File: src/hw/rtl/bsp_point_locator_assert.svh
// Assertion macros used by the BSP point locator datapath.
`ifndef BSP_POINT_LOCATOR_ASSERT_SVH
`define BSP_POINT_LOCATOR_ASSERT_SVH

// Check that a condition implies a consequence in the same cycle.
`define BSP_ASSERT_SAME(label, clk, rst, ante, cons) \
   label: assert property (@(posedge clk) disable iff (rst) (ante) |-> (cons)) \
      else $error("bsp_point_locator: same-cycle check failed");

// Check that a condition implies a consequence in the next cycle.
`define BSP_ASSERT_NEXT(label, clk, rst, ante, cons) \
   label: assert property (@(posedge clk) disable iff (rst) (ante) |=> (cons)) \
      else $error("bsp_point_locator: next-cycle check failed");

`endif

File: src/hw/rtl/bsp_pkg.sv
// Types and constants of the BSP point locator.
package bsp_pkg;

   localparam int TABLE_DEPTH   = 4096;
   localparam int NODE_AW       = 12;
   localparam int COUNT_W       = 13;
   localparam int FRAC_BITS     = 16;
   localparam int LEAF_BIT      = 15;
   localparam int SUB_W         = 15;
   localparam int MAX_NODES_DEF = 4096;

   localparam logic MODE_WRITE = 1'b0;
   localparam logic MODE_QUERY = 1'b1;

   typedef struct packed {
      logic               mode;
      logic [11:0]        node_index;
      logic signed [31:0] part_x;
      logic signed [31:0] part_y;
      logic signed [31:0] part_dx;
      logic signed [31:0] part_dy;
      logic [15:0]        front_child;
      logic [15:0]        back_child;
      logic signed [31:0] query_x;
      logic signed [31:0] query_y;
   } req_type;

   typedef struct packed {
      logic [14:0] subsector_index;
      logic        walk_error;
   } rsp_type;

   typedef struct packed {
      logic signed [31:0] ox;
      logic signed [31:0] oy;
      logic signed [31:0] dx;
      logic signed [31:0] dy;
      logic [15:0]        front;
      logic [15:0]        back;
   } node_entry_type;

   typedef enum logic [2:0] {
      ST_IDLE,
      ST_READ,
      ST_SUB,
      ST_MUL,
      ST_DECIDE,
      ST_FINISH
   } state_type;

   typedef struct packed {
      logic accept_write;
      logic accept_query;
      logic rd_en;
      logic sub_en;
      logic mul_en;
      logic decide_en;
      logic load_rsp;
   } cmd_type;

   typedef struct packed {
      logic count_zero;
      logic walk_done;
      logic rsp_free;
   } status_type;

endpackage

File: src/hw/rtl/bsp_ctrl.sv
// Controller state machine of the BSP point locator walk.
module bsp_ctrl (
   input  logic                 clock,
   input  logic                 reset,
   input  logic                 req_valid,
   input  logic                 req_mode,
   output logic                 req_ready,
   input  bsp_pkg::status_type  status,
   output bsp_pkg::cmd_type     cmd
);

   bsp_pkg::state_type state_ff, state_in;

   // Advance the state.
   always_ff @(posedge clock) begin
      if (reset) begin
         state_ff <= bsp_pkg::ST_IDLE;
      end else begin
         state_ff <= state_in;
      end
   end

   // Next state.
   always_comb begin
      state_in = state_ff;
      case (state_ff)
         bsp_pkg::ST_IDLE: begin
            if (req_valid && (req_mode == bsp_pkg::MODE_QUERY)) begin
               state_in = status.count_zero ? bsp_pkg::ST_FINISH : bsp_pkg::ST_READ;
            end
         end
         bsp_pkg::ST_READ:   state_in = bsp_pkg::ST_SUB;
         bsp_pkg::ST_SUB:    state_in = bsp_pkg::ST_MUL;
         bsp_pkg::ST_MUL:    state_in = bsp_pkg::ST_DECIDE;
         bsp_pkg::ST_DECIDE: begin
            state_in = status.walk_done ? bsp_pkg::ST_FINISH : bsp_pkg::ST_READ;
         end
         bsp_pkg::ST_FINISH: begin
            if (status.rsp_free) begin
               state_in = bsp_pkg::ST_IDLE;
            end
         end
         default: state_in = bsp_pkg::ST_IDLE;
      endcase
   end

   // Outputs.
   always_comb begin
      cmd       = '0;
      req_ready = 1'b0;
      case (state_ff)
         bsp_pkg::ST_IDLE: begin
            req_ready        = 1'b1;
            cmd.accept_write = req_valid && (req_mode == bsp_pkg::MODE_WRITE);
            cmd.accept_query = req_valid && (req_mode == bsp_pkg::MODE_QUERY);
         end
         bsp_pkg::ST_READ:   cmd.rd_en     = 1'b1;
         bsp_pkg::ST_SUB:    cmd.sub_en    = 1'b1;
         bsp_pkg::ST_MUL:    cmd.mul_en    = 1'b1;
         bsp_pkg::ST_DECIDE: cmd.decide_en = 1'b1;
         bsp_pkg::ST_FINISH: cmd.load_rsp  = status.rsp_free;
         default: ;
      endcase
   end

endmodule

File: config.mk
export PLATFORM = sky130hd
export DESIGN_NAME = bsp_ctrl
export DESIGN_NICKNAME = d
export VERILOG_FILES = /design/src/hw/rtl/bsp_point_locator_assert.svh /design/src/hw/rtl/bsp_pkg.sv /design/src/hw/rtl/bsp_ctrl.sv
export SDC_FILE = /design/constraint.sdc
export NUM_CORES = 1
export LEC_CHECK = 0
export ABC_AREA = 1
export BUFFER_PORTS_ARGS = -buffer_cell sky130_fd_sc_hd__buf_2
export CAP_MARGIN = 20
export CORE_AREA = 8 8 45 47
export CTS_CLUSTER_SIZE = 10
export DETAILED_ROUTE_END_ITERATION = 10
export DIE_AREA = 0 0 53 55
export HOLD_SLACK_MARGIN = 0.12
export PLACE_DENSITY = 0.44
export SLEW_MARGIN = 0
export SYNTH_ARGS = -nofsm -noshare
export SYNTH_HDL_FRONTEND = slang
export SYNTH_SLANG_ARGS = --single-unit
File: constraint.sdc
create_clock -name clock -period 1.34 [get_ports clock]
set_clock_uncertainty 0.15 [all_clocks]
set_input_delay 0.134 -clock clock [delete_from_list [all_inputs] [get_ports clock]]
set_output_delay 0.134 -clock clock [all_outputs]
set_load 0.02 [all_outputs]
== Yosys cells after proc, flatten, opt, wreduce, memory -nomap -nowiden ==
Index checks and enable logic that the tools add are counted.
Operators by class
  equal/unequal tests: 7
  muxes and demuxes: 12
  bitwise logic cells: 1
  reductions and logical operators: 4
Operators with widths (number)
  one-hot mux 3 bit (6 select lines): 1
  2-to-1 mux 3 bit: 4
  == test 3 x 2 -> 1 bit (second input constant): 2
  == test 3 bit (second input constant): 2
  2-to-1 mux 1 bit: 6
  inequality test 2 bit (second input constant): 2
  == test 3 x 1 -> 1 bit (second input constant): 1
  logical NOT 3 bit: 1
  logical AND 1 bit: 2
  2-to-1 mux 2 bit: 1
  AND reduction 2 bit: 1
  inverter 1 bit: 1
Storage, ports and cells
  register bits after elaboration: 3
  input bits: 7
  word-level logic and storage cells: 25

== Longest topological paths before layout ==
Gate-level depths: netlist of the first run.
  depth in word-level cells: 3
  depth in mapped cells: 6
  gate-level depth less buffers: 6

== Least setup slack after synthesis of the first run ==
OpenSTA, ideal clock, no wires.
  path kind: reg-to-output
  start: reg state_ff[1]
  end: out cmd[6] (netlist bit)
  arrival time: 1.118 ns
  required time: 1.056 ns
  path slack: -0.062 ns
  stages on the path, launching flop included: 6
  path buffers: 0
  cells stage by stage: dfxtp_1 -> nor2_2 -> nand2_2 -> inv_1 -> nand2_1 -> nor2_1
RTL lines
  start: declaration: line bsp_ctrl.sv:12  | bsp_pkg::state_type state_ff, state_in;
  start signal: assignment: line bsp_ctrl.sv:17  | state_ff <= bsp_pkg::ST_IDLE;
  start signal: assignment: line bsp_ctrl.sv:19  | state_ff <= state_in;
  end: declaration: line bsp_ctrl.sv:9  | output bsp_pkg::cmd_type cmd

==> results of run 1 <==
[cells in the mapped netlist]
master   number
a21oi_1       4
dfxtp_1       3
inv_1        10
inv_2         1
nand2_1       4
nand2_2       1
nand3_1       6
nor2_1        5
nor2_2        3
nor3_1        1
[metal layers]
layer / wire length (µm) / share of wire / vias up / track usage
met2: 364 / 0.55 / 8 / 0.0898
met4: 0 / 0 / 0 / 0.0517
met3: 79 / 0.12 / 0 / 0.0267
met5: 0 / 0 / - / 0
met1: 223 / 0.33 / 132 / 0.0380
li1: - / - / 168 / -
[cell type report]
type / instances / area [µm²] / share of cell area
well taps: 16 / 20.0 / 0.0413
repair buffers: 23 / 175 / 0.362
flip-flops and latches: 3 / 68.8 / 0.142
inverters: 11 / 41.3 / 0.0853
clock buffers: 4 / 26.3 / 0.0543
multi-input cells: 24 / 153 / 0.315
[how the worst max path moves through the flow]
stage,depth (start not counted),end
2_1_floorplan,5,cmd[6]
3_3_place_gp,7,state_ff[2]
3_5_place_dp,7,state_ff[2]
4_1_cts,6,cmd[6]
5_1_grt,6,cmd[6]
6_report,6,cmd[6]
[critical path, delay by kind of cell (launching register included)]
family	cells	cell delay, ps
DFF	1	340
and+or+nand+nor	4	300
buffers and inverters	2	180
[cells by family after synthesis]
logic type | synth area share
compound gates | 0.0930
flops | 0.279
simple gates | 0.436
buf+inv | 0.192
[where the power goes]
group	internal, µW	total [µW]	switching [µW]
logic	281	572	291
registers	128	165	37.2
clock network	111	155	43.2
total	520	892	372
[per-stage QoR]
stage | TNS (ps) | std cells | hold WS [ps] | area, µm² | total power (µW)
4_1_cts | -103 | 80 | 151 | 452 | 870
6_report | -3.07 | 81 | 155 | 484 | 892
3_3_place_gp | 0 | 71 | 180 | 335 | 546
5_1_grt | -265 | 81 | 188 | 484 | 972
2_1_floorplan | -0.398 | 38 | 53.1 | 223 | 401
3_5_place_dp | 0 | 71 | 181 | 335 | 547
[what timing repair did]
item | 4_1_cts | 5_1_grt
pin swaps | 4 | 3
buffers inserted | 3 | 1
endpoints found under the setup margin | 6 | 8
gates resized for setup | 17 | 8
hold buffers | 2 | 0
endpoints found under the hold margin | 3 | 0
==> results_dict.tcl, run 1 <==
set metrics [dict create \
    relSlewSlack 0.891 \
    maxCapViolCount 0 \
    clock_path_buffers 2 \
    dr.pass1.iters 2 \
    cts_sinks 3 \
    required_ps 1060 \
    crit_path_start "state_ff[0]" \
    hold_viol 0 \
    reg2reg_from "state_ff[0]" \
    cts_made_buffers 3 \
    drive_above_1_share 0.615 \
    top_regs "state_ff (3)" \
    fp.coreArea_um2 1380 \
    reg2reg_depth 8 \
    wl_per_cell_um 8.23 \
    fin_crit_sh 1.00 \
    max_freq_mhz 745 \
    grt_use_total 0.0508 \
    path_cells "nor2_4, nand2_2, inv_2, nand2_2, nor2_2, buf_6" \
    crit_top_cell "nand2_2" \
    max_stage_delay_ps 340 \
    cts-htree-levels 1 \
    num_vias 308 \
    drc_errors 0 \
    ant_nets 0 \
    io_buffers 14 \
    slowest_stage "dfxtp_4" \
    area_delta_synth_final_pct 125 \
    setup.worst_path.end_class "output pin" \
    crit_fanout 3 \
    clk_pin_slew_ps 40 \
    hold_end "state_ff[2]" \
    reg2reg_slack_ps 60 \
    ys_seq_elements 3 \
    antenna_found_initial 0 \
    worst_pin_slew_ps 163 \
    synth.area.top_cells "dfxtp_1 (28%), inv_1 (17%), nand3_1 (14%)" \
    via_per_inst 3.80 \
    rows 14 \
    regMostFlops "state_ff" \
    violations "setup timing" \
    setup_viol 1 \
    layout_common_cells "buf_4 (10), inv_1 (8), buf_2 (7)" \
    p_leak_uw 0.000256 \
    syn_inst 38 \
    final.setup.worst_slack_ps -3.07 \
    ys_types 10 \
    outcome "finished with violations" \
    finalMaxSlewViolations 0 \
    avgSynthCellArea_um2 5.66 \
    place_ws_ps 142 \
    routabilityCongestion 0.697 \
    synth-seq-area-share 0.279 \
    final_common_cell "buf_4" \
    r2r-end "state_ff[2]" \
    grt_pass1_vias 289 \
    cts_tree "built" \
    holdCritStartpoint "status[1]" \
    n_antenna_cell 0 \
    wl_um 667 \
    place_hpwl_um 552 \
    fin_nets 73 \
    grt_pass1_wl_mm 1.04 \
    synth_top_cell_by_area "dfxtp_1" \
    fp.dieW_um 53 \
    rsz0062_at_grt "true" \
    netlist_area_um2 215 \
    start_util 0.156 \
    crit_path_start_kind "flip-flop" \
    yosysWarningCount 0 \
    clkLatencyLatePin_ps 230 \
    largest_reg_flops 3 \
    cp.arrival_ps 1060 \
    fin_crit_ps 1340 \
    root_buffer "clkbuf_4" \
    worstHoldPathCells 5 \
    grt_max_degree 6 \
    vdd_drop_max_mv 0.546 \
    power.density_nw_per_um2 1840 \
    grt-ovfl-total 0 \
    ios 15 \
    hp-class "input pin to flip-flop" \
    synth_nets 45 \
    die_height_um 55 \
    finish.utilization 0.350 \
    path_class "flip-flop to output pin" \
    n_fill_cell 166 \
    drt_iter0_markers 1 \
    die-area_um2 2920 \
    synth_top_area_frac 0.279 \
]
No activity file was read; power rests on OpenSTA's default activity.
==> run 2: changes to the inputs <==
- PLACE_DENSITY: 0.44 -> 0.35
- TNS_END_PERCENT: not set -> 30
==> run 2 against run 1 <==
  * The run still ends with setup timing left
  * Global-route usage shrank 0.17 points
  * First-iteration DRC count grew to 5.0 times the previous value
  * Total power down 14%
  * Non-clock buffer count shrank 4
  * Worst setup slack got worse by 21 ps
  * Clock power hardly changed
  * Core utilization decreased by 5.8 points
  * Worst hold slack got worse by 18 ps
  * Final cell count down 4.9%
  * Via count down 6.2%
  * Critical path depth stayed put
  * Largest cell class unchanged
==> results_dict.tcl, run 2 (synthesized netlist as in run 1, its figures left out) <==
set metrics [dict create \
    finalMaxSlewViolations 0 \
    hp-class "input pin to flip-flop" \
    p_switching_uw 329 \
    worstHoldPathCells 5 \
    cts_made_buffers 3 \
    required_ps 1060 \
    cts-htree-levels 1 \
    violations "setup timing" \
    sw_frac_of_total 0.428 \
    combPwrFrac 0.579 \
    p_leak_uw 0.000230 \
    crit_path_start_kind "flip-flop" \
    fin_crit_sh 1.02 \
    grt_use_total 0.0491 \
    holdCritStartpoint "status[1]" \
    outcome "finished with violations" \
    ios 15 \
    fp.dieW_um 53 \
    top_regs "state_ff (3)" \
    power.density_nw_per_um2 1900 \
    area_delta_synth_final_pct 87.8 \
    max_freq_mhz 733 \
    clkPwrFrac 0.199 \
    reg2reg_slack_ps 140 \
    power_uw 769 \
    hold_end "state_ff[2]" \
    grt_max_degree 7 \
    layout_common_cells "buf_2 (10), inv_1 (8), nand3_1 (6), buf_4 (6)" \
    die-area_um2 2920 \
    final_common_cell "buf_2" \
    grt-ovfl-total 0 \
    drt_iter0_markers 5 \
    routabilityCongestion 0.691 \
    io_buffers 14 \
    grt_pass1_vias 287 \
    regMostFlops "state_ff" \
    cp.arrival_ps 1080 \
    cts_tree "built" \
    worst_pin_slew_ps 229 \
    relSlewSlack 0.846 \
    root_buffer "clkbuf_4" \
    wl_um 659 \
    grt_pass1_wl_um 993 \
    final.setup.worst_slack_ps -24.1 \
    n_antenna_cell 0 \
    path_class "flip-flop to output pin" \
    reg2reg_from "state_ff[0]" \
    hold_viol 0 \
    setup_viol 2 \
    r2r-end "state_ff[2]" \
    placed_cells 68 \
    cts_sinks 3 \
    seqPwrFrac 0.222 \
    clkLatencyLatePin_ps 230 \
    num_vias 289 \
    maxCapViolCount 0 \
    dr.pass1.iters 2 \
    ant_nets 0 \
    clock_path_buffers 2 \
    p_int_uw 440 \
    fp.coreArea_um2 1380 \
    largest_reg_flops 3 \
    clk_pin_slew_ps 40 \
    start_util 0.156 \
    wl_per_cell_um 8.56 \
    fin_cells 77 \
    setup.worst_path.end_class "output pin" \
    antenna_found_initial 0 \
    die_height_um 55 \
    crit_fanout 5 \
    rsz0062_at_grt "true" \
    fin_nets 69 \
    via_per_inst 3.75 \
    drive_above_1_share 0.525 \
    fin_crit_ps 1360 \
    place_hpwl_um 541 \
    rows 14 \
    reg2reg_depth 7 \
    vdd_drop_max_mv 0.500 \
    drc_errors 0 \
]
## run 2: cell type report
class	instances	area, µm²
Tap cell	16	20.0
Clock buffer	4	26.3
Multi-Input combinational cell	24	124
Fill cell	171	980
Inverter	11	41.3
Sequential cell	3	66.3
Timing Repair Buffer	19	126
## run 2: worst max path at each step
stage                   to         from
2_1_floorplan  state_ff[1]  state_ff[0]
3_3_place_gp        cmd[6]  state_ff[1]
3_5_place_dp        cmd[6]  state_ff[1]
4_1_cts             cmd[6]  state_ff[0]
5_1_grt             cmd[6]  state_ff[0]
6_report            cmd[6]  state_ff[0]
## run 2: repair_timing
item | 4_1_cts | 5_1_grt
hold buffers | 2 | 0
pin swaps | 1 | 0
resized for setup | 11 | 2
setup endpoints to repair | 7 | 4
endpoints found under the hold margin | 3 | 0
buffers inserted | 3 | 0
## run 2: per-layer routing
metal,vias up,global-route usage,wire length (µm),share of wire
met5,-,0,0,0
met4,0,0.0647,0,0
met3,0,0.0267,103,0.16
met2,10,0.0762,311,0.47
met1,119,0.0394,244,0.37
li1,160,-,-,-
## run 2: critical path, stage by stage, from the launching register on
cell and delay, ps:
dfxtp_4 360, nor2_4 120, nand2_2 70, inv_2 60
nand2_2 40, nor2_2 80, buf_6 120
## run 2: power by group through the flow
stage	logic [µW]	registers, µW	clock network, µW
detailed placement	342	156	0
CTS	443	171	165
global placement	342	157	0
floorplan	248	147	0
global route	495	176	175
finish	445	171	153
## run 2: stage by stage
| stage | area (µm²) | TNS [ps] | util | worst slack [ps] | hold WS [ps] |
|---|---|---|---|---|---|
| final | 404 | -27.3 | 0.292 | -24.1 | 137 |
| after global routing | 404 | -246 | 0.292 | -108 | 183 |
| after CTS | 399 | -49.6 | 0.288 | -32.6 | 137 |
| after detailed placement | 308 | 0 | 0.222 | 49.6 | 182 |
| after global placement | 308 | 0 | 0.222 | 52.0 | 188 |
| after floorplan | 218 | -26.8 | - | -26.8 | 53.1 |
